`config.mk`:
```
export PLATFORM = sky130hd
export DESIGN_NAME = cooperative_task_scheduler
export DESIGN_NICKNAME = d
export VERILOG_FILES = /design/src/hw/rtl/cts_pkg.sv /design/src/hw/rtl/cts_slot_mem.sv /design/src/hw/rtl/cooperative_task_scheduler.sv
export SDC_FILE = /design/constraint.sdc
export NUM_CORES = 1
export LEC_CHECK = 0
export ABC_AREA = 1
export BUFFER_PORTS_ARGS = -buffer_cell sky130_fd_sc_hd__clkbuf_2
export CAP_MARGIN = 20
export CORE_ASPECT_RATIO = 2
export CORE_MARGIN = 1.5
export CORE_UTILIZATION = 35
export CTS_BUF_LIST = sky130_fd_sc_hd__clkbuf_4
export DETAILED_ROUTE_END_ITERATION = 12
export MAX_ROUTING_LAYER = met4
export PLACE_DENSITY_LB_ADDON = 0.3
export SYNTH_ARGS = -nofsm -noshare
export SYNTH_HDL_FRONTEND = slang
export SYNTH_SLANG_ARGS = --single-unit
```
`constraint.sdc`:
```
create_clock -name clk -period 6.1 [get_ports clk]
set_clock_uncertainty 0.2 [all_clocks]
set_input_delay 1.22 -clock clk [delete_from_list [all_inputs] [get_ports clk]]
set_output_delay 1.22 -clock clk [all_outputs]
set_load 0.05 [all_outputs]
```
`src/hw/rtl/cts_pkg.sv`:
```
// Shared types and constants for the cooperative task scheduler.
package cts_pkg;

	localparam int SLOT_COUNT = 16;
	localparam int IDX_W = (SLOT_COUNT > 1) ? $clog2(SLOT_COUNT) : 1;
	localparam int CNT_W = $clog2(SLOT_COUNT + 1);

	localparam int TAG_W = 16;
	localparam int DLY_W = 16;
	localparam int PER_W = 16;
	localparam int PEND_W = 8;

	typedef enum logic [1:0] {
		MODE_ADD  = 2'd0,
		MODE_DEL  = 2'd1,
		MODE_TICK = 2'd2,
		MODE_DISP = 2'd3
	} mode_t;

	localparam logic [1:0] KIND_ADD  = 2'd0;
	localparam logic [1:0] KIND_DEL  = 2'd1;
	localparam logic [1:0] KIND_DISP = 2'd2;

	localparam logic [1:0] ERR_NONE      = 2'd0;
	localparam logic [1:0] ERR_FULL      = 2'd1;
	localparam logic [1:0] ERR_EMPTY_DEL = 2'd2;

	// One slot of the task table as it sits in memory.
	typedef struct packed {
		logic [TAG_W-1:0]  tag;
		logic [DLY_W-1:0]  delay;
		logic [PER_W-1:0]  period;
		logic [PEND_W-1:0] pending;
	} slot_entry_t;

	// Write port of the slot memory.
	typedef struct packed {
		logic             en;
		logic [IDX_W-1:0] addr;
		slot_entry_t      data;
	} mem_wr_t;

endpackage

```
`src/hw/rtl/cts_slot_mem.sv`:
```
// Slot table memory: one write port, one registered read port.
module cts_slot_mem (
	input  logic                         clk,
	input  cts_pkg::mem_wr_t             wr,
	input  logic                         rd_en,
	input  logic [cts_pkg::IDX_W-1:0]    rd_addr,
	output cts_pkg::slot_entry_t         rd_data
);
	import cts_pkg::*;

	slot_entry_t mem_q [SLOT_COUNT];

	always_ff @(posedge clk) begin
		if (wr.en) begin
			mem_q[wr.addr] <= wr.data;
		end
		if (rd_en) begin
			rd_data <= mem_q[rd_addr];
		end
	end

endmodule

```
`src/hw/rtl/cooperative_task_scheduler.sv`:
```
// Top level of the cooperative task scheduler: command decode, slot sweeps and result words.
//
//   channel   signals                                          direction  handshake
//   command   start, busy, mode, task_tag, start_delay,         in         start & !busy
//             repeat_period, slot_index
//   result    strobe, kind, slot, run_tag, status,             out        strobe, one cycle
//             error_code, last
//
// Add and delete are decoded in the cycle the command word is taken; their single result
// word appears on the following cycle and busy never rises, so commands of this kind can
// follow each other every cycle. Tick and dispatch sweep the slot memory one slot per
// cycle through the registered read port, and busy stays high for the whole sweep.
// A dispatch with nothing due answers straight from the idle state without a sweep. The result
// side cannot stall; each word is valid for exactly the one cycle that strobe is high.
// Reset clears the occupancy and due flags and the sticky error, so the memory itself
// needs no clearing pass: a free slot always reads as empty.
module cooperative_task_scheduler (
	input  logic        clk,
	input  logic        arst_n,
	input  logic        start,
	output logic        busy,
	input  logic [1:0]  mode,
	input  logic [15:0] task_tag,
	input  logic [15:0] start_delay,
	input  logic [15:0] repeat_period,
	input  logic [3:0]  slot_index,
	output logic        strobe,
	output logic [1:0]  kind,
	output logic [4:0]  slot,
	output logic [15:0] run_tag,
	output logic        status,
	output logic [1:0]  error_code,
	output logic        last
);
	import cts_pkg::*;

	typedef enum logic [1:0] {
		ST_IDLE,
		ST_TICK,
		ST_DISP
	} state_t;

	state_t state_q;

	// A slot is occupied from an add with a nonzero tag until it is freed; it is due while it holds pending runs.
	// Both flags live in flip-flops so that searches and "last" need no memory read.
	logic [SLOT_COUNT-1:0] occ_q;
	logic [SLOT_COUNT-1:0] due_q;
	logic [1:0]            err_q;

	// Sweep pipeline: the read counter issues addresses, stage 1 holds the slot whose
	// data is coming out of the memory this cycle.
	logic [CNT_W-1:0] rd_cnt_q;
	logic             valid_s1;
	logic [IDX_W-1:0] idx_s1;

	logic        strobe_q;
	logic [1:0]  kind_q;
	logic [4:0]  slot_q;
	logic [15:0] run_tag_q;
	logic        status_q;
	logic        last_q;

	logic        accept;
	mode_t       cmd_mode;
	logic        free_found;
	logic [IDX_W-1:0] free_idx;
	logic        del_in_range;
	logic [IDX_W-1:0] del_idx;
	logic        rd_en;
	logic [IDX_W-1:0] rd_addr;
	slot_entry_t rd_data;
	mem_wr_t     mem_wr;
	logic        sweep_more;
	logic        hi_due;

	// Stage 1 update results.
	logic        tick_hit;
	logic        disp_hit;
	slot_entry_t upd_entry;
	logic        upd_due;
	logic        disp_free;

	assign accept   = start && !busy;
	assign cmd_mode = mode_t'(mode);
	assign busy     = (state_q != ST_IDLE);

	// Lowest free slot.
	always_comb begin
		free_found = 1'b0;
		free_idx   = '0;
		for (int i = SLOT_COUNT - 1; i >= 0; i--) begin
			if (!occ_q[i]) begin
				free_found = 1'b1;
				free_idx   = IDX_W'(i);
			end
		end
	end

	assign del_in_range = (32'(slot_index) < 32'(SLOT_COUNT));
	assign del_idx      = IDX_W'(slot_index);

	// Sweep read side.
	assign sweep_more = (rd_cnt_q < CNT_W'(SLOT_COUNT));
	assign rd_en      = (state_q != ST_IDLE) && sweep_more;
	assign rd_addr    = rd_cnt_q[IDX_W-1:0];

	cts_slot_mem u_mem (
		.clk     (clk),
		.wr      (mem_wr),
		.rd_en   (rd_en),
		.rd_addr (rd_addr),
		.rd_data (rd_data)
	);

	// Any slot above the one in stage 1 still due? Slots above it are untouched so far.
	always_comb begin
		hi_due = 1'b0;
		for (int j = 0; j < SLOT_COUNT; j++) begin
			if ((IDX_W'(j) > idx_s1) && due_q[j]) begin
				hi_due = 1'b1;
			end
		end
	end

	// Per-slot update in stage 1.
	always_comb begin
		tick_hit  = (state_q == ST_TICK) && valid_s1 && occ_q[idx_s1];
		disp_hit  = (state_q == ST_DISP) && valid_s1 && due_q[idx_s1];
		upd_entry = rd_data;
		upd_due   = 1'b0;
		disp_free = 1'b0;
		if (state_q == ST_TICK) begin
			if (rd_data.delay == '0) begin
				if (rd_data.pending != {PEND_W{1'b1}}) begin
					upd_entry.pending = rd_data.pending + PEND_W'(1);
				end
				if (rd_data.period != '0) begin
					upd_entry.delay = rd_data.period;
				end
			end else begin
				upd_entry.delay = rd_data.delay - DLY_W'(1);
			end
		end else begin
			upd_entry.pending = rd_data.pending - PEND_W'(1);
			// A one-shot task leaves the table once it has run.
			disp_free = (rd_data.period == '0);
		end
		upd_due = (upd_entry.pending != '0) && !disp_free;
	end

	// Memory write port: an add in the idle state, or the write-back of a sweep.
	always_comb begin
		mem_wr.en   = 1'b0;
		mem_wr.addr = idx_s1;
		mem_wr.data = upd_entry;
		if (accept && (cmd_mode == MODE_ADD)) begin
			mem_wr.en           = free_found;
			mem_wr.addr         = free_idx;
			mem_wr.data.tag     = task_tag;
			mem_wr.data.delay   = start_delay;
			mem_wr.data.period  = repeat_period;
			mem_wr.data.pending = '0;
		end else if (tick_hit || (disp_hit && !disp_free)) begin
			mem_wr.en = 1'b1;
		end
	end

	always_ff @(posedge clk or negedge arst_n) begin
		if (!arst_n) begin
			state_q   <= ST_IDLE;
			occ_q     <= '0;
			due_q     <= '0;
			err_q     <= ERR_NONE;
			rd_cnt_q  <= '0;
			valid_s1  <= 1'b0;
			idx_s1    <= '0;
			strobe_q  <= 1'b0;
			kind_q    <= KIND_ADD;
			slot_q    <= '0;
			run_tag_q <= '0;
			status_q  <= 1'b0;
			last_q    <= 1'b0;
		end else begin
			strobe_q <= 1'b0;
			unique case (state_q)
				ST_IDLE: begin
					if (accept) begin
						unique case (cmd_mode)
							MODE_ADD: begin
								strobe_q  <= 1'b1;
								kind_q    <= KIND_ADD;
								run_tag_q <= '0;
								status_q  <= 1'b0;
								last_q    <= 1'b1;
								if (free_found) begin
									slot_q <= 5'(free_idx);
									// A zero tag leaves the slot free.
									occ_q[free_idx] <= (task_tag != '0);
									due_q[free_idx] <= 1'b0;
								end else begin
									slot_q <= 5'(SLOT_COUNT);
									err_q  <= ERR_FULL;
								end
							end
							MODE_DEL: begin
								strobe_q  <= 1'b1;
								kind_q    <= KIND_DEL;
								slot_q    <= 5'(slot_index);
								run_tag_q <= '0;
								last_q    <= 1'b1;
								if (del_in_range) begin
									status_q <= !occ_q[del_idx];
									if (!occ_q[del_idx]) begin
										err_q <= ERR_EMPTY_DEL;
									end
									occ_q[del_idx] <= 1'b0;
									due_q[del_idx] <= 1'b0;
								end else begin
									// Out-of-range slot counts as empty.
									status_q <= 1'b1;
									err_q    <= ERR_EMPTY_DEL;
								end
							end
							MODE_TICK: begin
								state_q  <= ST_TICK;
								rd_cnt_q <= '0;
								valid_s1 <= 1'b0;
							end
							MODE_DISP: begin
								if (due_q == '0) begin
									strobe_q  <= 1'b1;
									kind_q    <= KIND_DISP;
									slot_q    <= '0;
									run_tag_q <= '0;
									status_q  <= 1'b1;
									last_q    <= 1'b1;
								end else begin
									state_q  <= ST_DISP;
									rd_cnt_q <= '0;
									valid_s1 <= 1'b0;
								end
							end
							default: begin
							end
						endcase
					end
				end
				ST_TICK, ST_DISP: begin
					// Issue the next read while stage 1 writes back the previous slot.
					valid_s1 <= sweep_more;
					idx_s1   <= rd_addr;
					if (sweep_more) begin
						rd_cnt_q <= rd_cnt_q + CNT_W'(1);
					end
					if (tick_hit) begin
						due_q[idx_s1] <= upd_due;
					end
					if (disp_hit) begin
						due_q[idx_s1] <= upd_due;
						if (disp_free) begin
							occ_q[idx_s1] <= 1'b0;
						end
						strobe_q  <= 1'b1;
						kind_q    <= KIND_DISP;
						slot_q    <= 5'(idx_s1);
						run_tag_q <= rd_data.tag;
						status_q  <= 1'b0;
						last_q    <= !hi_due;
					end
					if (!sweep_more && valid_s1) begin
						state_q <= ST_IDLE;
					end
				end
				default: begin
					state_q <= ST_IDLE;
				end
			endcase
		end
	end

	assign strobe     = strobe_q;
	assign kind       = kind_q;
	assign slot       = slot_q;
	assign run_tag    = run_tag_q;
	assign status     = status_q;
	assign error_code = err_q;
	assign last       = last_q;

endmodule
```
==> flow_summary.toml, run 1 <==
[status]
status = "completed"

[placement]
dpl.hpwl_mm = 74.1
gp_congestion = 0.979
place_ws_ns = 1.56
place_inst = 5136
port_buffers = 85

[final_layout]
synthToLayoutAreaGrowth_pct = 12.3
fin_cells = 5511
fin_nets = 3870
drive_gt1_share_pct = 14.4

[clocking]
cts_buffer_depth = 3
cts_resized = 0
path_clk_slew_ns = 0.08
clockRootBuffer = "clkbuf_4"
cts_tree = "built"
insertion_delay_ns = 1.15
post-cts-setup-buffer-count = 0
cts.sinks = 1024
numCtsBuffers = 216
h-tree-depth = 4
cts_hold_buf = 1

[routing]
via_count = 30600
routed_via_density = 5.54
ant_nets = 0
drt_iter0_drc = 2345
drc_errors = 0
first_pass_iters = 6
drt_wl_total_mm = 131
routedWlPerCell_um = 23.8

[logic_synthesis]
yosys_warnings = 0
ys.flop_type = "edfxtp_1"
syn_area_mm2 = 0.0429
synth-edff-count = 952
synth-seq-cells = 1024
ys_types = 45
synth.avg_cell_area_um2 = 11.8
ys_async_sr_fraction_pct = 7.03
ys_seq_area_share_pct = 70.9
synth_cells = 3640
synth_fp_nets = 3705

[grt]
top_usage_layer = "met2"
met1_usage_pct = 23.2
use_met3_pct = 3.01
overflow = 0
grt_pass1_vias = 30500
grt_max_degree = 203
grt_pass1_wl_mm = 193
grt.total_usage_pct = 21.5
antenna_found_initial = 3
grt_util_met2_pct = 37.6

[timing]
hold_viol = 0
tightest_slew_ns = 1.13
period_needed_ns = 4.65
fin_tns_setup_ns = 0
fmax_mhz = 215
setup_ws_ns = 1.45
setup_violations = 0
slew_headroom_pct = 24.6
drv_slew = 0
fin_crit_sh_pct = 76.2
rsz0062_at_grt = "no"

[setup_path]
cp_data_arrival_time_ns = 5.22
cp-start-kind = "flop"
crit_fanout = 32
endpoint_kind = "flop"
required_ns = 6.67
crit_type = "flop to flop"

[die]
coreArea_mm2 = 0.122
die_h_um = 498
die_area_mm2 = 0.125
start_util_pct = 35.3
rows = 181
die_x_um = 250
pin_count = 86

[power]
leakage_nw = 16.4
vdd_ir_drop_max_uv = 429
power_density_mw_per_mm2 = 484

[min_path]
hold_path.class = "primary input to flop"

[run]
maxCapViolCount = 0
final timing paths:
kind	from	to	slack (ns)	cells past startpoint
max	idx_s1[1]$_DFFE_PN0N_	u_mem.mem_q[8][54]$_DFFE_PP_	1.45	13
min reg2reg	due_q[12]$_DFFE_PN0P_	due_q[12]$_DFFE_PN0P_	0.28	2
min in group asynchronous	arst_n	occ_q[14]$_DFFE_PN0P_	0.42	2
max reg2reg	idx_s1[1]$_DFFE_PN0N_	u_mem.mem_q[8][54]$_DFFE_PP_	1.45	13
min	start	strobe$_DFF_PN0_	0.19	3
max in group asynchronous	arst_n	rd_cnt_q[0]$_DFFE_PN0P_	4.31	3
where the power goes:
part | total (mW) | internal [mW] | switching (mW)
registers | 10.3 | 9.76 | 0.543
clock network | 5.16 | 2.55 | 2.62
logic | 7.83 | 1.94 | 5.88
total | 23.3 | 14.3 | 9.04
logic make-up (layout without fill, tap and decap cells):
family / after synthesis / in the layout / share of synthesized area, %
simple gates: 1219 / 1219 / 11.7
flops: 1024 / 1024 / 70.9
compound gates: 998 / 998 / 13.5
buf+inv: 378 / 689 / 3.44
xor+xnor: 13 / 13 / 0.266
fa+ha+maj: 8 / 8 / 0.233
other cells: 0 / 5 / 0
sequential cells by signal (all words and copies together) (netlist names):
name           flops
error_code         2
u_mem.rd_data     56
strobe             1
occ_q             16
due_q             16
run_tag           16
u_mem.mem_q      896
last               1
rd_cnt_q           5
kind               2
valid_s1           1
status             1
idx_s1             4
slot               5
state_q            2
layer usage:
layer | routed length [um] | share of wire [%]
met2 | 69000 | 53
met3 | 6370 | 4.9
met4 | 7200 | 5.5
met5 | 0 | 0
met1 | 48600 | 37
stage by stage:
step	area (um2)	util (%)	total power [mW]	hold slack [ns]
after floorplan	42900	-	15.1	0.248
after global placement	45400	37.3	18.1	0.264
after detailed placement	45400	37.3	18.2	0.268
after CTS	48100	39.6	23.4	0.0591
after global routing	48100	39.6	24.5	0.121
final	48200	39.6	23.3	0.192
cells in the mapped netlist, types with 4 or more instances:
library cell	number	share of area, %
inv_1	134	1.2
ha_1	8	0.23
inv_2	4	0.035
a21oi_1	83	0.97
xor2_1	12	0.25
a22oi_1	8	0.14
nand2_1	434	3.8
nand3_2	5	0.12
nor4_1	8	0.12
dfrtp_1	72	4.2
a31oi_1	18	0.26
o221ai_1	99	2.0
clkbuf_1	203	1.8
nand3_1	169	2.0
o22ai_1	148	2.2
nand2_2	8	0.12
edfxtp_1	952	67
nand4_1	28	0.41
a32o_1	16	0.37
nor2_2	5	0.073
o21ai_0	577	6.7
buf_2	16	0.19
buf_1	10	0.088
o211ai_1	28	0.49
o21ai_1	11	0.13
nor2_1	551	4.8
layout make-up:
type / instances / area, um2
clock inverters: 59 / 425
inverters: 141 / 544
diodes: 5 / 12.5
fillers: 11500 / 73500
multi-input cells: 2238 / 11100
flip-flops and latches: 1024 / 30400
well taps: 1555 / 1950
repair buffers: 184 / 1390
clock buffers: 305 / 2290
placed cells by master, fill, tap and decap left out, types with 5 or more instances in the layout:
master	count
edfxtp_1	952
o21ai_0	574
nor2_1	532
nand2_1	433
clkbuf_4	305
nand3_1	169
o22ai_1	148
inv_1	130
o221ai_1	99
clkbuf_2	84
a21oi_1	83
buf_4	82
dfrtp_1	69
clkinv_1	38
nand4_1	28
o211ai_1	28
nor2_4	19
a31oi_1	18
buf_12	17
a32o_1	16
o21ai_1	14
xor2_1	12
nand2_2	9
nor4_1	8
inv_2	8
clkinv_2	8
a22oi_1	8
ha_1	8
nor2_2	6
bufinv_16	6
diode_2	5
nand3_2	5
worst max-delay path, cell delays in order (launching register included):
cell and delay [ns]:
dfrtp_1 0.46, nor2_1 0.43, inv_1 0.36, o22ai_1 0.25, o21ai_0 0.11, nand2_1 0.11, o211ai_2 0.14, nand2_1 0.10
buf_4 0.33, nand3_1 0.11, o21ai_1 0.19, nand3_1 0.37, nor2_4 0.78, buf_12 0.27
No activity file was read; power rests on OpenSTA's default activity.
==> run 2, diff against run 1 <==
--- a/config.mk
+++ b/config.mk
@@ -5,7 +5,7 @@
 export SDC_FILE = /design/constraint.sdc
 export NUM_CORES = 1
 export LEC_CHECK = 0
-export ABC_AREA = 1
+export ABC_AREA = 0
 export BUFFER_PORTS_ARGS = -buffer_cell sky130_fd_sc_hd__clkbuf_2
 export CAP_MARGIN = 20
 export CORE_ASPECT_RATIO = 2
==> constraint.sdc (replaced) <==
create_clock -name clk -period 4.8 [get_ports clk]
set_clock_uncertainty 0.2 [all_clocks]
set_input_delay 0.96 -clock clk [delete_from_list [all_inputs] [get_ports clk]]
set_output_delay 0.96 -clock clk [all_outputs]
set_load 0.05 [all_outputs]
==> run 2 against run 1 <==
  * Largest power group unchanged
  * Utilization is 0.59 points higher
  * Sequential power is 27% higher
  * Critical path type unchanged
  * Fmax is 5.4% higher
  * Cell count is 24% lower
  * Register-to-register slack worse by 1.1 ns
  * Sequential share of layout area is 0.61 points higher
  * Synthesized cell count is 39% lower
  * Cell area is 0.95% lower
  * Clock power is 28% higher
  * Hold slack worse by 0.045 ns
  * Setup slack worse by 1.1 ns
  * Via count is 25% lower
==> flow_summary.toml, run 2 <==
[status]
status = "completed"

[setup_path]
crit_type = "flop to flop"
cp_data_arrival_time_ns = 4.97
crit_fanout = 32
endpoint_kind = "flop"
regToRegSetupSlack_ns = 0.39
required_ns = 5.36
cp-start-kind = "flop"

[final_layout]
synthToLayoutAreaGrowth_pct = 14.1
final_common_cell = "edfxtp_1"
final_cell_mix = "edfxtp_1 (952), clkbuf_4 (308), mux4_2 (290)"
drive_gt1_share_pct = 32.0
multi_input_area_mm2 = 0.0110
fin_cells = 4212
largest_reg_flops = 896
regMostFlops = "u_mem.mem_q"
n_fill_cell = 10800
post-route-util_pct = 40.2
seq_area_mm2 = 0.0304
final_area_mm2 = 0.0477
fin_nets = 2551
largestRegisters = "u_mem.mem_q: 896 flops, u_mem.rd_data: 56 flops"

[timing]
slew_headroom_pct = 21.6
rsz0062_at_grt = "no"
tightest_slew_ns = 1.17
drv_slew = 0
setup_violations = 0
period_needed_ns = 4.41
hold_viol = 0
fin_crit_sh_pct = 91.9
fmax_mhz = 227
setup_ws_ns = 0.389

[die]
die_h_um = 492
die_area_mm2 = 0.122
start_util_pct = 35.2
coreArea_mm2 = 0.119
rows = 179
pin_count = 86
die_x_um = 247

[logic_synthesis]
yosys_warnings = 0
ys_async_sr_fraction_pct = 7.03
synth-seq-cells = 1024
ys_types = 73
synth_top_area_share_pct = 68.4
syn_area_mm2 = 0.0418
ys.flop_type = "edfxtp_1"
yosys-top-cells-count = "edfxtp_1 (952), mux4_2 (290), nand2_1 (206)"
synth_fp_nets = 2283
synth-edff-count = 952
synth.avg_cell_area_um2 = 18.9
yosysTopAreaCell = "edfxtp_1"
ys_seq_area_share_pct = 72.7
synth_cells = 2218
synthTopCellsByArea = "edfxtp_1 (68%), mux4_2 (16%), dfrtp_1 (4.3%)"
yosys.cell_count.top_type = "edfxtp_1"

[power]
p_sw_mw = 9.74
leakage_nw = 15.3
p_seq_share_pct = 46.5
power_density_mw_per_mm2 = 590
swShare_pct = 34.6
clkPwrFrac_pct = 23.4
combPwrFrac_pct = 30.1
finalPower_mw = 28.2
power.internal_mw = 18.4
vdd_ir_drop_max_uv = 352

[clocking]
cts.sinks = 1024
numCtsBuffers = 216
cts_tree = "built"
h-tree-depth = 4
insertion_delay_ns = 1.14
cts_resized = 0
cts_buffer_depth = 3
clockRootBuffer = "clkbuf_4"
path_clk_slew_ns = 0.08

[routing]
drt_iter0_drc = 1987
first_pass_iters = 5
drt_wl_total_mm = 115
routed_via_density = 5.47
ant_nets = 0
routedWlPerCell_um = 27.3
via_count = 23100
drc_errors = 0

[min_path]
hold_path.class = "primary input to flop"

[grt]
grt.total_usage_pct = 19.9
grt_pass1_vias = 24900
grt_pass1_wl_mm = 168
antenna_found_initial = 2
overflow = 0
grt_max_degree = 72

[run]
maxCapViolCount = 0

[placement]
gp_congestion = 0.935
dpl.hpwl_mm = 70.7
place_ws_ns = 0.326
port_buffers = 85
dpl-instance-area_mm2 = 0.0447
place_inst = 3796
-- run 2: cell count changes in the layout (fill, tap and decap cells not counted), sizes merged, moves of 21 or more --
cell and change:
nor2 -453, o22ai -141, nand4 -21, inv -112, a21oi -38, o21ai -512, mux4 +290, a22o +23
o221ai -90, clkinv +35, nand2 -237, o211ai -22, nand3 -138
-- run 2: through the flow --
stage          setup TNS [ns]  hold WS, ns
2_1_floorplan         -202.69        0.268
3_3_place_gp                0        0.266
3_5_place_dp                0        0.276
4_1_cts                     0      0.00458
5_1_grt                     0       0.0298
6_report                    0        0.147
-- run 2: power by group through the flow --
stage                     combinational [mW]  sequential (mW)  clock [mW]
final                                   8.48             13.1        6.59
after global routing                    9.10             13.2        7.18
after CTS                               8.59             13.1        6.81
after detailed placement                8.56             13.3           0
after global placement                  8.39             13.3           0
after floorplan                         5.53             12.8           0
-- run 2: cell families after synthesis --
| logic type | share of synthesized area (%) |
|---|---|
| buffers and inverters | 1.38 |
| multiplexers | 16.0 |
| XOR/XNOR | 0.147 |
| AND/OR/NAND/NOR | 4.99 |
| flip-flops | 72.7 |
| adder cells (fa/ha/maj) | 0.239 |
| AO/OA/AOI/OAI | 4.61 |
-- run 2: per-layer routing --
layer / track usage, % / vias up / part of all wire [%]
met5: - / - / 0
met4: 9.39 / 0 / 4.6
met3: 3.11 / 252 / 4.2
met2: 36.5 / 868 / 57
met1: 20.2 / 12100 / 34
li1: - / 9841 / -
-- run 2: path summary, 6_finish.rpt --
check / from / to / cells past startpoint
min in group asynchronous: arst_n / occ_q[14]$_DFFE_PN0P_ / 2
setup reg to reg: idx_s1[0]$_DFFE_PN0N_ / u_mem.mem_q[11][1]$_DFFE_PP_ / 8
hold / removal: repeat_period[15] / u_mem.mem_q[12][23]$_DFFE_PP_ / 4
hold reg to reg: slot[0]$_DFFE_PN0P_ / slot[0]$_DFFE_PN0P_ / 2
setup / recovery: idx_s1[0]$_DFFE_PN0N_ / u_mem.mem_q[11][1]$_DFFE_PP_ / 8
max in group asynchronous: arst_n / run_tag[2]$_DFFE_PN0P_ / 3
-- run 2: cell type report --
cell class / instances / area share, %
Clock inverter: 99 / 1.16
Tap cell: 1538 / 4.03
Sequential cell: 1024 / 63.7
Multi-Input combinational cell: 1046 / 23.0
Timing Repair Buffer: 175 / 3.03
Inverter: 23 / 0.181
Clock buffer: 305 / 4.80
Antenna cell: 2 / 0.0105
-- run 2: worst max-delay path, cell delays in order (launching register included) --
cell	delay (ns)
dfrtp_1	0.93
mux2_2	0.29
or3_1	0.10
o211ai_1	0.10
o311a_1	0.36
o32ai_1	0.43
nand2_1	0.34
nor2_4	0.89
buf_12	0.36
-- run 2: what timing repair did --
action	CTS	global route
hold buffers	6	0
buffers inserted	0	0
hold endpoints to repair	54	0
